**config.mk**
```make
export PLATFORM = sky130hd
export DESIGN_NAME = date_time_setter
export DESIGN_NICKNAME = d
export VERILOG_FILES = /design/src/sv/dts_pkg.sv /design/src/sv/date_time_setter.sv
export SDC_FILE = /design/constraint.sdc
export NUM_CORES = 1
export LEC_CHECK = 0
export ABC_AREA = 0
export BUFFER_PORTS_ARGS = -buffer_cell sky130_fd_sc_hd__buf_2
export CAP_MARGIN = 5
export CORE_ASPECT_RATIO = 1.1
export CORE_UTILIZATION = 55
export DETAILED_ROUTE_END_ITERATION = 10
export PLACE_DENSITY = 0.74
export SKIP_CTS_REPAIR_TIMING = 1
export SLEW_MARGIN = 0
export SYNTH_ARGS = -nofsm -noshare
export SYNTH_HDL_FRONTEND = slang
export SYNTH_SLANG_ARGS = --single-unit
```
**constraint.sdc**
```tcl
create_clock -name clock -period 9.2 [get_ports clock]
set_input_delay 1.38 -clock clock [delete_from_list [all_inputs] [get_ports clock]]
set_output_delay 1.38 -clock clock [all_outputs]
set_load 0.02 [all_outputs]
```
**src/sv/dts_pkg.sv**
```systemverilog
package dts_pkg;

   // Event codes carried in req_tuser.
   typedef enum logic [1:0] {
      MODE_TURN = 2'd0,
      MODE_NEXT = 2'd1,
      MODE_SAVE = 2'd2,
      MODE_LOAD = 2'd3
   } mode_type;

   // Selected field codes.
   typedef enum logic [2:0] {
      FLD_YEAR   = 3'd0,
      FLD_MONTH  = 3'd1,
      FLD_DAY    = 3'd2,
      FLD_HOUR   = 3'd3,
      FLD_MINUTE = 3'd4
   } field_type;

   // Configuration register indexes.
   localparam logic CSR_MIN_YEAR = 1'b0;
   localparam logic CSR_MAX_YEAR = 1'b1;

   localparam int REQ_DATA_W = 48;
   localparam int RSP_DATA_W = 40;

   localparam logic [11:0] MIN_YEAR_RESET = 12'd2023;
   localparam logic [11:0] MAX_YEAR_RESET = 12'd2099;
   localparam logic [11:0] YEAR_RESET     = 12'd2024;

   // floor(v * RECIP_25 / 2**15) equals floor(v / 25) for v below 4681.
   localparam logic [13:0] RECIP_25 = 14'd1311;
   // floor(s * RECIP_7 / 2**16) equals floor(s / 7) for s below 13107.
   localparam logic [13:0] RECIP_7  = 14'd9363;

   localparam logic [5:0] HOURS_PER_DAY    = 6'd24;
   localparam logic [5:0] MINUTES_PER_HOUR = 6'd60;
   localparam logic [5:0] MONTHS_PER_YEAR  = 6'd12;

   function automatic logic [4:0] days_in_month(input logic [3:0] month, input logic leap);
      logic [4:0] days;
      case (month)
         4'd2:                      days = leap ? 5'd29 : 5'd28;
         4'd4, 4'd6, 4'd9, 4'd11:   days = 5'd30;
         default:                   days = 5'd31;
      endcase
      return days;
   endfunction

   // Month offsets of the Sakamoto weekday method, month one based.
   function automatic logic [2:0] month_offset(input logic [3:0] month);
      logic [2:0] offs;
      case (month)
         4'd2:    offs = 3'd3;
         4'd3:    offs = 3'd2;
         4'd4:    offs = 3'd5;
         4'd5:    offs = 3'd0;
         4'd6:    offs = 3'd3;
         4'd7:    offs = 3'd5;
         4'd8:    offs = 3'd1;
         4'd9:    offs = 3'd4;
         4'd10:   offs = 3'd6;
         4'd11:   offs = 3'd2;
         4'd12:   offs = 3'd4;
         default: offs = 3'd0;
      endcase
      return offs;
   endfunction

endpackage

```
**src/sv/date_time_setter.sv**
```systemverilog
// Next, load and a zero-detent turn go from S_EXEC to S_FINISH, which registers the result;
// other turns and save run S_DIV_A to S_DIV_C on the shared multiplier, then a year turn
// S_CLAMP, another turn up to three wrap passes on the shared add and compare unit and
// S_CLAMP, save S_WD_SUM to S_WD_FIN. One item at a time; the next can be taken from the
// cycle after a result is registered. Reset (synchronous, active high): 1 January 2024 00:00
// with the year field selected, min_year 2023, max_year 2099 and the output register empty.
module date_time_setter (
   input  logic                                clock,
   input  logic                                reset,
   input  logic                                req_tvalid,
   output logic                                req_tready,
   // detents[5:0], clock_ok[6], clock_year[18:7], clock_month[22:19],
   // clock_day[28:23], clock_hour[34:29], clock_minute[41:35], zero fill above
   input  logic [dts_pkg::REQ_DATA_W-1:0]      req_tdata,
   // mode[1:0]
   input  logic [1:0]                          req_tuser,
   output logic                                rsp_tvalid,
   input  logic                                rsp_tready,
   // cur_year[11:0], cur_month[15:12], cur_day[20:16], cur_hour[25:21],
   // cur_minute[31:26], selected_field[34:32], weekday[37:35], zero fill above
   output logic [dts_pkg::RSP_DATA_W-1:0]      rsp_tdata,
   // commit[0]
   output logic                                rsp_tuser,
   input  logic                                csr_valid,
   output logic                                csr_ready,
   input  logic                                csr_index,
   input  logic [11:0]                         csr_data
);

   localparam int RSP_W = dts_pkg::RSP_DATA_W;

   typedef enum logic [10:0] {
      S_IDLE   = 11'b000_0000_0001,
      S_EXEC   = 11'b000_0000_0010,
      S_DIV_A  = 11'b000_0000_0100,
      S_DIV_B  = 11'b000_0000_1000,
      S_DIV_C  = 11'b000_0001_0000,
      S_WRAP   = 11'b000_0010_0000,
      S_CLAMP  = 11'b000_0100_0000,
      S_WD_SUM = 11'b000_1000_0000,
      S_WD_MUL = 11'b001_0000_0000,
      S_WD_FIN = 11'b010_0000_0000,
      S_FINISH = 11'b100_0000_0000
   } state_type;

   state_type           state_ff, state_in;
   dts_pkg::mode_type   mode_ff, mode_in;
   logic [41:0]         data_ff, data_in;
   logic [11:0]         min_year_ff, min_year_in;
   logic [11:0]         max_year_ff, max_year_in;
   logic [11:0]         year_ff, year_in;
   logic [3:0]          month_ff, month_in;
   logic [4:0]          day_ff, day_in;
   logic [4:0]          hour_ff, hour_in;
   logic [5:0]          minute_ff, minute_in;
   dts_pkg::field_type  field_ff, field_in;
   logic [11:0]         yop_ff, yop_in;
   logic                yneg_ff, yneg_in;
   logic signed [7:0]   acc_ff, acc_in;
   logic [5:0]          mod_ff, mod_in;
   logic [26:0]         prod_ff, prod_in;
   logic [5:0]          q100_ff, q100_in;
   logic [3:0]          q400_ff, q400_in;
   logic                r25_ff, r25_in;
   logic                leap_ff, leap_in;
   logic [12:0]         sum_ff, sum_in;
   logic [2:0]          wd_ff, wd_in;
   logic                commit_ff, commit_in;
   logic [RSP_W-1:0]    rsp_data_ff, rsp_data_in;
   logic                rsp_commit_ff, rsp_commit_in;
   logic                rsp_valid_ff, rsp_valid_in;

   // Fields of the latched request.
   logic signed [5:0]   det;
   logic                clk_ok;
   logic [11:0]         clk_year;
   logic [3:0]          clk_month;
   logic [5:0]          clk_day;
   logic [5:0]          clk_hour;
   logic [6:0]          clk_minute;
   logic                load_good;

   // Shared multiplier and shared add and compare unit.
   logic [12:0]         mul_a;
   logic [13:0]         mul_k;
   logic signed [7:0]   mod_s;
   logic signed [7:0]   wrap_sum;
   logic                acc_low;
   logic                acc_high;

   logic signed [13:0]  yr_sum;
   logic [11:0]         yr_clamped;
   logic signed [7:0]   det_ext;
   logic signed [7:0]   acc_base;
   logic [5:0]          q100_now;
   logic [3:0]          q400_now;
   logic                r25b_now;
   logic                leap_now;
   logic [4:0]          dim_now;
   logic [9:0]          q7_now;
   logic [12:0]         wd_full;

   assign det        = signed'(data_ff[5:0]);
   assign clk_ok     = data_ff[6];
   assign clk_year   = data_ff[18:7];
   assign clk_month  = data_ff[22:19];
   assign clk_day    = data_ff[28:23];
   assign clk_hour   = data_ff[34:29];
   assign clk_minute = data_ff[41:35];
   assign load_good  = clk_ok && (clk_year >= min_year_ff) && (clk_month <= 4'd11);

   assign req_tready = (state_ff == S_IDLE);
   assign rsp_tvalid = rsp_valid_ff;
   assign rsp_tdata  = rsp_data_ff;
   assign rsp_tuser  = rsp_commit_ff;
   assign csr_ready  = 1'b1;

   always_comb begin
      mul_a = '0;
      mul_k = '0;
      unique case (state_ff)
         S_DIV_A: begin
            mul_a = {3'b000, yop_ff[11:2]};
            mul_k = dts_pkg::RECIP_25;
         end
         S_DIV_B: begin
            mul_a = {5'b00000, yop_ff[11:4]};
            mul_k = dts_pkg::RECIP_25;
         end
         S_WD_MUL: begin
            mul_a = sum_ff;
            mul_k = dts_pkg::RECIP_7;
         end
         default: begin
            mul_a = '0;
            mul_k = '0;
         end
      endcase
   end

   assign prod_in = {14'd0, mul_a} * {13'd0, mul_k};

   assign mod_s    = signed'({2'b00, mod_ff});
   assign acc_low  = acc_ff < 8'sd0;
   assign acc_high = acc_ff >= mod_s;
   assign wrap_sum = acc_low ? (acc_ff + mod_s) : (acc_ff - mod_s);

   assign det_ext    = {{2{det[5]}}, det};
   assign yr_sum     = signed'({2'b00, year_ff}) + signed'({{8{det[5]}}, det});
   assign yr_clamped = (yr_sum > signed'({2'b00, max_year_ff})) ? max_year_ff :
                       (yr_sum < signed'({2'b00, min_year_ff})) ?
                       ((min_year_ff > max_year_ff) ? max_year_ff : min_year_ff) :
                       yr_sum[11:0];

   always_comb begin
      case (field_ff)
         dts_pkg::FLD_MONTH:  acc_base = signed'({4'b0000, month_ff}) - 8'sd1;
         dts_pkg::FLD_DAY:    acc_base = signed'({3'b000, day_ff}) - 8'sd1;
         dts_pkg::FLD_HOUR:   acc_base = signed'({3'b000, hour_ff});
         dts_pkg::FLD_MINUTE: acc_base = signed'({2'b00, minute_ff});
         default:             acc_base = 8'sd0;
      endcase
   end

   assign q100_now = prod_ff[20:15];
   assign q400_now = prod_ff[18:15];
   assign r25b_now = (8'(q400_now * 8'd25) == yop_ff[11:4]);
   assign leap_now = (yop_ff[1:0] == 2'b00) && (!r25_ff || ((yop_ff[3:0] == 4'd0) && r25b_now));
   assign dim_now  = dts_pkg::days_in_month(month_ff, leap_now);
   assign q7_now   = prod_ff[25:16];
   assign wd_full  = sum_ff - 13'(q7_now * 13'd7);

   always_comb begin
      state_in      = state_ff;
      mode_in       = mode_ff;
      data_in       = data_ff;
      min_year_in   = min_year_ff;
      max_year_in   = max_year_ff;
      year_in       = year_ff;
      month_in      = month_ff;
      day_in        = day_ff;
      hour_in       = hour_ff;
      minute_in     = minute_ff;
      field_in      = field_ff;
      yop_in        = yop_ff;
      yneg_in       = yneg_ff;
      acc_in        = acc_ff;
      mod_in        = mod_ff;
      q100_in       = q100_ff;
      q400_in       = q400_ff;
      r25_in        = r25_ff;
      leap_in       = leap_ff;
      sum_in        = sum_ff;
      wd_in         = wd_ff;
      commit_in     = commit_ff;
      rsp_data_in   = rsp_data_ff;
      rsp_commit_in = rsp_commit_ff;
      rsp_valid_in  = rsp_valid_ff;

      if (rsp_valid_ff && rsp_tready) begin
         rsp_valid_in = 1'b0;
      end

      if (csr_valid) begin
         case (csr_index)
            dts_pkg::CSR_MIN_YEAR: min_year_in = csr_data;
            dts_pkg::CSR_MAX_YEAR: max_year_in = csr_data;
            default:               min_year_in = min_year_ff;
         endcase
      end

      unique case (state_ff)
         S_IDLE: begin
            if (req_tvalid) begin
               mode_in  = dts_pkg::mode_type'(req_tuser);
               data_in  = req_tdata[41:0];
               state_in = S_EXEC;
            end
         end
         S_EXEC: begin
            commit_in = 1'b0;
            wd_in     = 3'd0;
            yneg_in   = 1'b0;
            state_in  = S_FINISH;
            unique case (mode_ff)
               dts_pkg::MODE_TURN: begin
                  if (det != 6'sd0) begin
                     state_in = S_DIV_A;
                     acc_in   = acc_base + det_ext;
                     if (field_ff == dts_pkg::FLD_YEAR) begin
                        year_in = yr_clamped;
                        yop_in  = yr_clamped;
                     end else begin
                        yop_in  = year_ff;
                     end
                  end
               end
               dts_pkg::MODE_NEXT: begin
                  unique case (field_ff)
                     dts_pkg::FLD_YEAR:   field_in = dts_pkg::FLD_MONTH;
                     dts_pkg::FLD_MONTH:  field_in = dts_pkg::FLD_DAY;
                     dts_pkg::FLD_DAY:    field_in = dts_pkg::FLD_HOUR;
                     dts_pkg::FLD_HOUR:   field_in = dts_pkg::FLD_MINUTE;
                     default:             field_in = dts_pkg::FLD_YEAR;
                  endcase
               end
               dts_pkg::MODE_SAVE: begin
                  commit_in = 1'b1;
                  state_in  = S_DIV_A;
                  // January and February count as months of the previous year.
                  if (month_ff < 4'd3) begin
                     yop_in  = (year_ff == 12'd0) ? 12'd0 : (year_ff - 12'd1);
                     yneg_in = (year_ff == 12'd0);
                  end else begin
                     yop_in  = year_ff;
                  end
               end
               default: begin
                  if (load_good) begin
                     year_in   = clk_year;
                     month_in  = clk_month + 4'd1;
                     day_in    = ((clk_day >= 6'd1) && (clk_day <= 6'd31)) ? clk_day[4:0] : 5'd1;
                     hour_in   = (clk_hour <= 6'd23) ? clk_hour[4:0] : 5'd0;
                     minute_in = (clk_minute <= 7'd59) ? clk_minute[5:0] : 6'd0;
                  end
               end
            endcase
         end
         S_DIV_A: begin
            state_in = S_DIV_B;
         end
         S_DIV_B: begin
            q100_in  = q100_now;
            r25_in   = (10'(q100_now * 10'd25) == yop_ff[11:2]);
            state_in = S_DIV_C;
         end
         S_DIV_C: begin
            q400_in = q400_now;
            leap_in = leap_now;
            case (field_ff)
               dts_pkg::FLD_MONTH: mod_in = dts_pkg::MONTHS_PER_YEAR;
               dts_pkg::FLD_DAY:   mod_in = {1'b0, dim_now};
               dts_pkg::FLD_HOUR:  mod_in = dts_pkg::HOURS_PER_DAY;
               default:            mod_in = dts_pkg::MINUTES_PER_HOUR;
            endcase
            if (mode_ff == dts_pkg::MODE_SAVE) begin
               state_in = S_WD_SUM;
            end else if (field_ff == dts_pkg::FLD_YEAR) begin
               state_in = S_CLAMP;
            end else begin
               state_in = S_WRAP;
            end
         end
         S_WRAP: begin
            if (acc_low || acc_high) begin
               acc_in = wrap_sum;
            end else begin
               state_in = S_CLAMP;
               case (field_ff)
                  dts_pkg::FLD_MONTH: month_in  = acc_ff[3:0] + 4'd1;
                  dts_pkg::FLD_DAY:   day_in    = acc_ff[4:0] + 5'd1;
                  dts_pkg::FLD_HOUR:  hour_in   = acc_ff[4:0];
                  default:            minute_in = acc_ff[5:0];
               endcase
            end
         end
         S_CLAMP: begin
            if (day_ff > dts_pkg::days_in_month(month_ff, leap_ff)) begin
               day_in = dts_pkg::days_in_month(month_ff, leap_ff);
            end
            state_in = S_FINISH;
         end
         S_WD_SUM: begin
            // y + y/4 - y/100 + y/400 + offset + day, with y = -1 folded into yneg.
            sum_in = {1'b0, yop_ff} + {3'b000, yop_ff[11:2]} - {7'd0, q100_ff}
                     + {9'd0, q400_ff} + {10'd0, dts_pkg::month_offset(month_ff)}
                     + {8'd0, day_ff} - {12'd0, yneg_ff};
            state_in = S_WD_MUL;
         end
         S_WD_MUL: begin
            state_in = S_WD_FIN;
         end
         S_WD_FIN: begin
            wd_in    = wd_full[2:0];
            state_in = S_FINISH;
         end
         S_FINISH: begin
            if (!rsp_valid_ff || rsp_tready) begin
               rsp_valid_in  = 1'b1;
               rsp_commit_in = commit_ff;
               rsp_data_in   = {2'b00, wd_ff, field_ff, minute_ff, hour_ff, day_ff,
                                month_ff, year_ff};
               state_in      = S_IDLE;
            end
         end
         default: begin
            state_in = S_IDLE;
         end
      endcase
   end

   always_ff @(posedge clock) begin
      if (reset) begin
         state_ff      <= S_IDLE;
         min_year_ff   <= dts_pkg::MIN_YEAR_RESET;
         max_year_ff   <= dts_pkg::MAX_YEAR_RESET;
         year_ff       <= dts_pkg::YEAR_RESET;
         month_ff      <= 4'd1;
         day_ff        <= 5'd1;
         hour_ff       <= 5'd0;
         minute_ff     <= 6'd0;
         field_ff      <= dts_pkg::FLD_YEAR;
         rsp_valid_ff  <= 1'b0;
      end else begin
         state_ff      <= state_in;
         min_year_ff   <= min_year_in;
         max_year_ff   <= max_year_in;
         year_ff       <= year_in;
         month_ff      <= month_in;
         day_ff        <= day_in;
         hour_ff       <= hour_in;
         minute_ff     <= minute_in;
         field_ff      <= field_in;
         rsp_valid_ff  <= rsp_valid_in;
      end
   end

   always_ff @(posedge clock) begin
      mode_ff       <= mode_in;
      data_ff       <= data_in;
      yop_ff        <= yop_in;
      yneg_ff       <= yneg_in;
      acc_ff        <= acc_in;
      mod_ff        <= mod_in;
      prod_ff       <= prod_in;
      q100_ff       <= q100_in;
      q400_ff       <= q400_in;
      r25_ff        <= r25_in;
      leap_ff       <= leap_in;
      sum_ff        <= sum_in;
      wd_ff         <= wd_in;
      commit_ff     <= commit_in;
      rsp_data_ff   <= rsp_data_in;
      rsp_commit_ff <= rsp_commit_in;
   end

endmodule

```
==> results by group <==
Pwr
  • Tot Pwr: 2.49 mW
  • Sequential share of power: 44.4%
  • Clk pwr share: 40.4%
  • Net Sw Frac: 27.0%
  • P_leak: 8.71 nW
  • VDD IR max: 0.160 mV
  • Comb pwr share: 15.2%
  • Switch Pwr: 0.672 mW
  • P_int: 1.81 mW
  • Power per Cell Area: between 100 and 150 nW/um2

Route
  • Iteration-0 DRC Markers: ~650
  • Post-route DRC: 0
  • Highest routed layer: met4
  • Vias/cell: 5.74
  • Metal-1 WL: 16.3 mm
  • Post-Route WL: between 30 and 40 mm
  • Met2 Wirelength: around 19 mm
  • Routed via count: ~12000
  • Wire length per cell: 18.1 um
  • Routed length on met3: 2.00 mm
  • First-pass DRT Iterations: 5
  • Post-route ant nets: 0

Logic synthesis
  • Synth async-reset ratio: 0%
  • EDFF count, synth: 138
  • Ranking of synthesized cells by area: edfxtp_1, ha_1, fa_1, dfxtp_1, inv_1
  • Flops & latches, synth: roughly 220
  • Syn_area_per_cell: 10.1 um2
  • Most common cell in the synthesized netlist: inv_1
  • Top post-synthesis cells by count: inv_1, ha_1, edfxtp_1
  • Top-area cell type share of the netlist area: 24.7%
  • Post-synth top flop: edfxtp_1
  • Synth warn: 0
  • Post-Synthesis Cells: 1662
  • Synth Cell Area: 16800 um2
  • Register area share after synthesis: between 30 and 40%
  • Yosys top cell by area: edfxtp_1
  • Count of cell types in the netlist: 92

Final layout
  • Area Overhead vs Synth: 10.2%
  • Final core occ: between 60% and 70%
  • Design Area, Final: 18500 um2
  • Share of layout cells above drive strength 1: 11.3%
  • # fillers: 2405
  • Nets: 2149

STA
  • Max Freq: 130 MHz
  • RSZ-0062 raised after global routing: false
  • Worst Skew: 34.5 ps
  • Worst relative slew slack: between 20% and 30%
  • Hold Slack: 414 ps
  • Fin. max-slew vios: 0
  • Final setup violation count: 0
  • Fin. Hold Viols: 0
  • Crit path time final: ~7700 ps
  • Worst slew pin tran: about 1200 ps
  • Setup TNS: 0 ps
  • Period utilization: roughly 83%

Clock tree
  • TritonCTS Sinks: 218
  • Clock-pin slew on the worst setup and hold paths: about 70 ps
  • Worst-Skew Late Latency: 550 ps
  • CTS tree: done
  • Maximum clock path buffer count: 3
  • # H-tree levels: 1
  • Root buffer cell: clkbuf_16
  • Num CTS Buffers: 24

Floorplan
  • Die Y: 185 um
  • Initial Utilization: between 50% and 60%
  • Die width: around 170 um
  • Row count: 66
  • Core Region: ~30000 um2
  • # IOs: 112
  • Die ar.: 31200 um2

Global route
  • Largest net degree at the start of global routing: 49
  • Initial antenna violation count: 2
  • Global-route wire length before repair: 62.5 mm
  • Via count of the first global-routing pass: between 10000 and 15000
  • Tot GR Track Use: 25.5%
  • Grt ovf: 0

Critical path
  • CP max stage cell: nor4_2
  • Req. time, crit path: 9680 ps
  • Crit path from: state_ff[1]
  • RR Startpoint: state_ff[1]
  • Crit path buf inv count: 5
  • Nature of the critical path startpoint: flop
  • Crit-path max FO: 10
  • Largest stage delay, worst path: 880 ps
  • CP endpoint kind: flop
  • Worst setup path class: flop to flop
  • Worst path top cell family by delay: adder cells
  • CP Cell Sequence: or4_1 -> nor4_2 -> buf_4 -> a22o_1 -> nand2b_1 -> inv_1 -> fa_1 -> inv_1 -> ha_1 -> fa_1 -> inv_1 -> fa_1 -> inv_1 -> fa_1 -> ha_1 -> o2111ai_1 -> nor2_1 -> a221oi_1 -> a21boi_1 -> o21a_1 -> o41a_2 -> a21oi_1 -> xnor2_1
  • WP data arrival: between 8000 and 9000 ps

Placement
  • Placed Area: around 18000 um2
  • Post-DP HPWL: 30.8 mm
  • Port buffer count: 102
  • Gpl congestion: 0.905

Worst hold path
  • Hold crit path type: flop to flop
  • Hold Path Origin: commit_ff

Run
  • Max cap viols: 0

Run status
  • Outcome: finished, final reports clean
## kinds of logic (layout without fill, tap and decap cells)
family	Yosys count	count (layout)	share of synthesized area, %
simple gates	392	392	12.1
fa+ha+maj	321	321	28.0
compound gates	317	317	12.8
buf+inv	312	421	7.31
flops	218	218	34.3
xor+xnor	80	80	4.18
mux	20	20	1.26
other cells	2	11	0.0448
## layout make-up
class	count	area, um2	area share (%)
Clock buffer	26	628	3.40
Antenna cell	2	5.00	0.0271
Inverter	264	996	5.39
Tap cell	374	468	2.53
Sequential cell	218	5750	31.1
Clock inverter	18	208	1.12
Multi-Input combinational cell	1139	9820	53.2
Timing Repair Buffer	113	593	3.21
## through the flow
stage	setup slack, ps	cells
after floorplan	2740	1669
after global placement	1700	2108
after detailed placement	1510	2108
after CTS	1460	2152
after global routing	1140	2153
final	1530	2154
## registers in the layout, summed over array words and instances, names as in the netlist, 6 cells and up, named ones only
register	flops
acc_ff	8
data_ff	42
max_year_ff	12
min_year_ff	12
minute_ff	6
prod_ff	6
q100_ff	6
rsp_tdata	38
state_ff	11
sum_ff	13
year_ff	12
yop_ff	12
## power groups by stage
stage	Combinational [mW]	Sequential, mW	Clock (mW)
6_report	0.378	1.10	1.00
5_1_grt	0.421	1.11	1.05
4_1_cts	0.375	1.10	1.02
3_5_place_dp	0.372	1.12	0
3_3_place_gp	0.361	1.12	0
2_1_floorplan	0.280	1.11	0
## cell usage in the layout, fill, tap and decap left out, types with 12 or more instances in the layout
cell       instances
and2_1            17
dfxtp_1           80
a211oi_1          15
o221ai_1          12
nand3_1           14
nor2_1            98
buf_2            102
a21o_1            25
edfxtp_1         138
nor3_1            23
nand2b_1          20
o22ai_1           13
xnor2_1           63
clkbuf_16         24
ha_1             231
o21ai_0           49
nand2_1          110
nor4_1            16
fa_1              90
a21oi_1           83
mux2i_1           13
o211ai_1          22
a22oi_1           13
nand4_1           14
inv_1            262
xor2_1            17
## final timing paths
| path | endpoint | slack, ps | cells after the start |
|---|---|---|---|
| worst max-delay path | prod_ff[20] | 1530 | 23 |
| worst max register to register | prod_ff[20] | 1530 | 23 |
| worst min-delay path | rsp_tuser | 410 | 0 |
| worst min register to register | rsp_tuser | 410 | 0 |
## metal layers
metal | up-vias | GRT usage, %
met4 | 0 | 10.7
met3 | 95 | 3.72
met2 | 354 | 45.3
met5 | - | 0
met1 | 5940 | 30.8
li1 | 5971 | -
No activity file was read; power rests on OpenSTA's default activity.
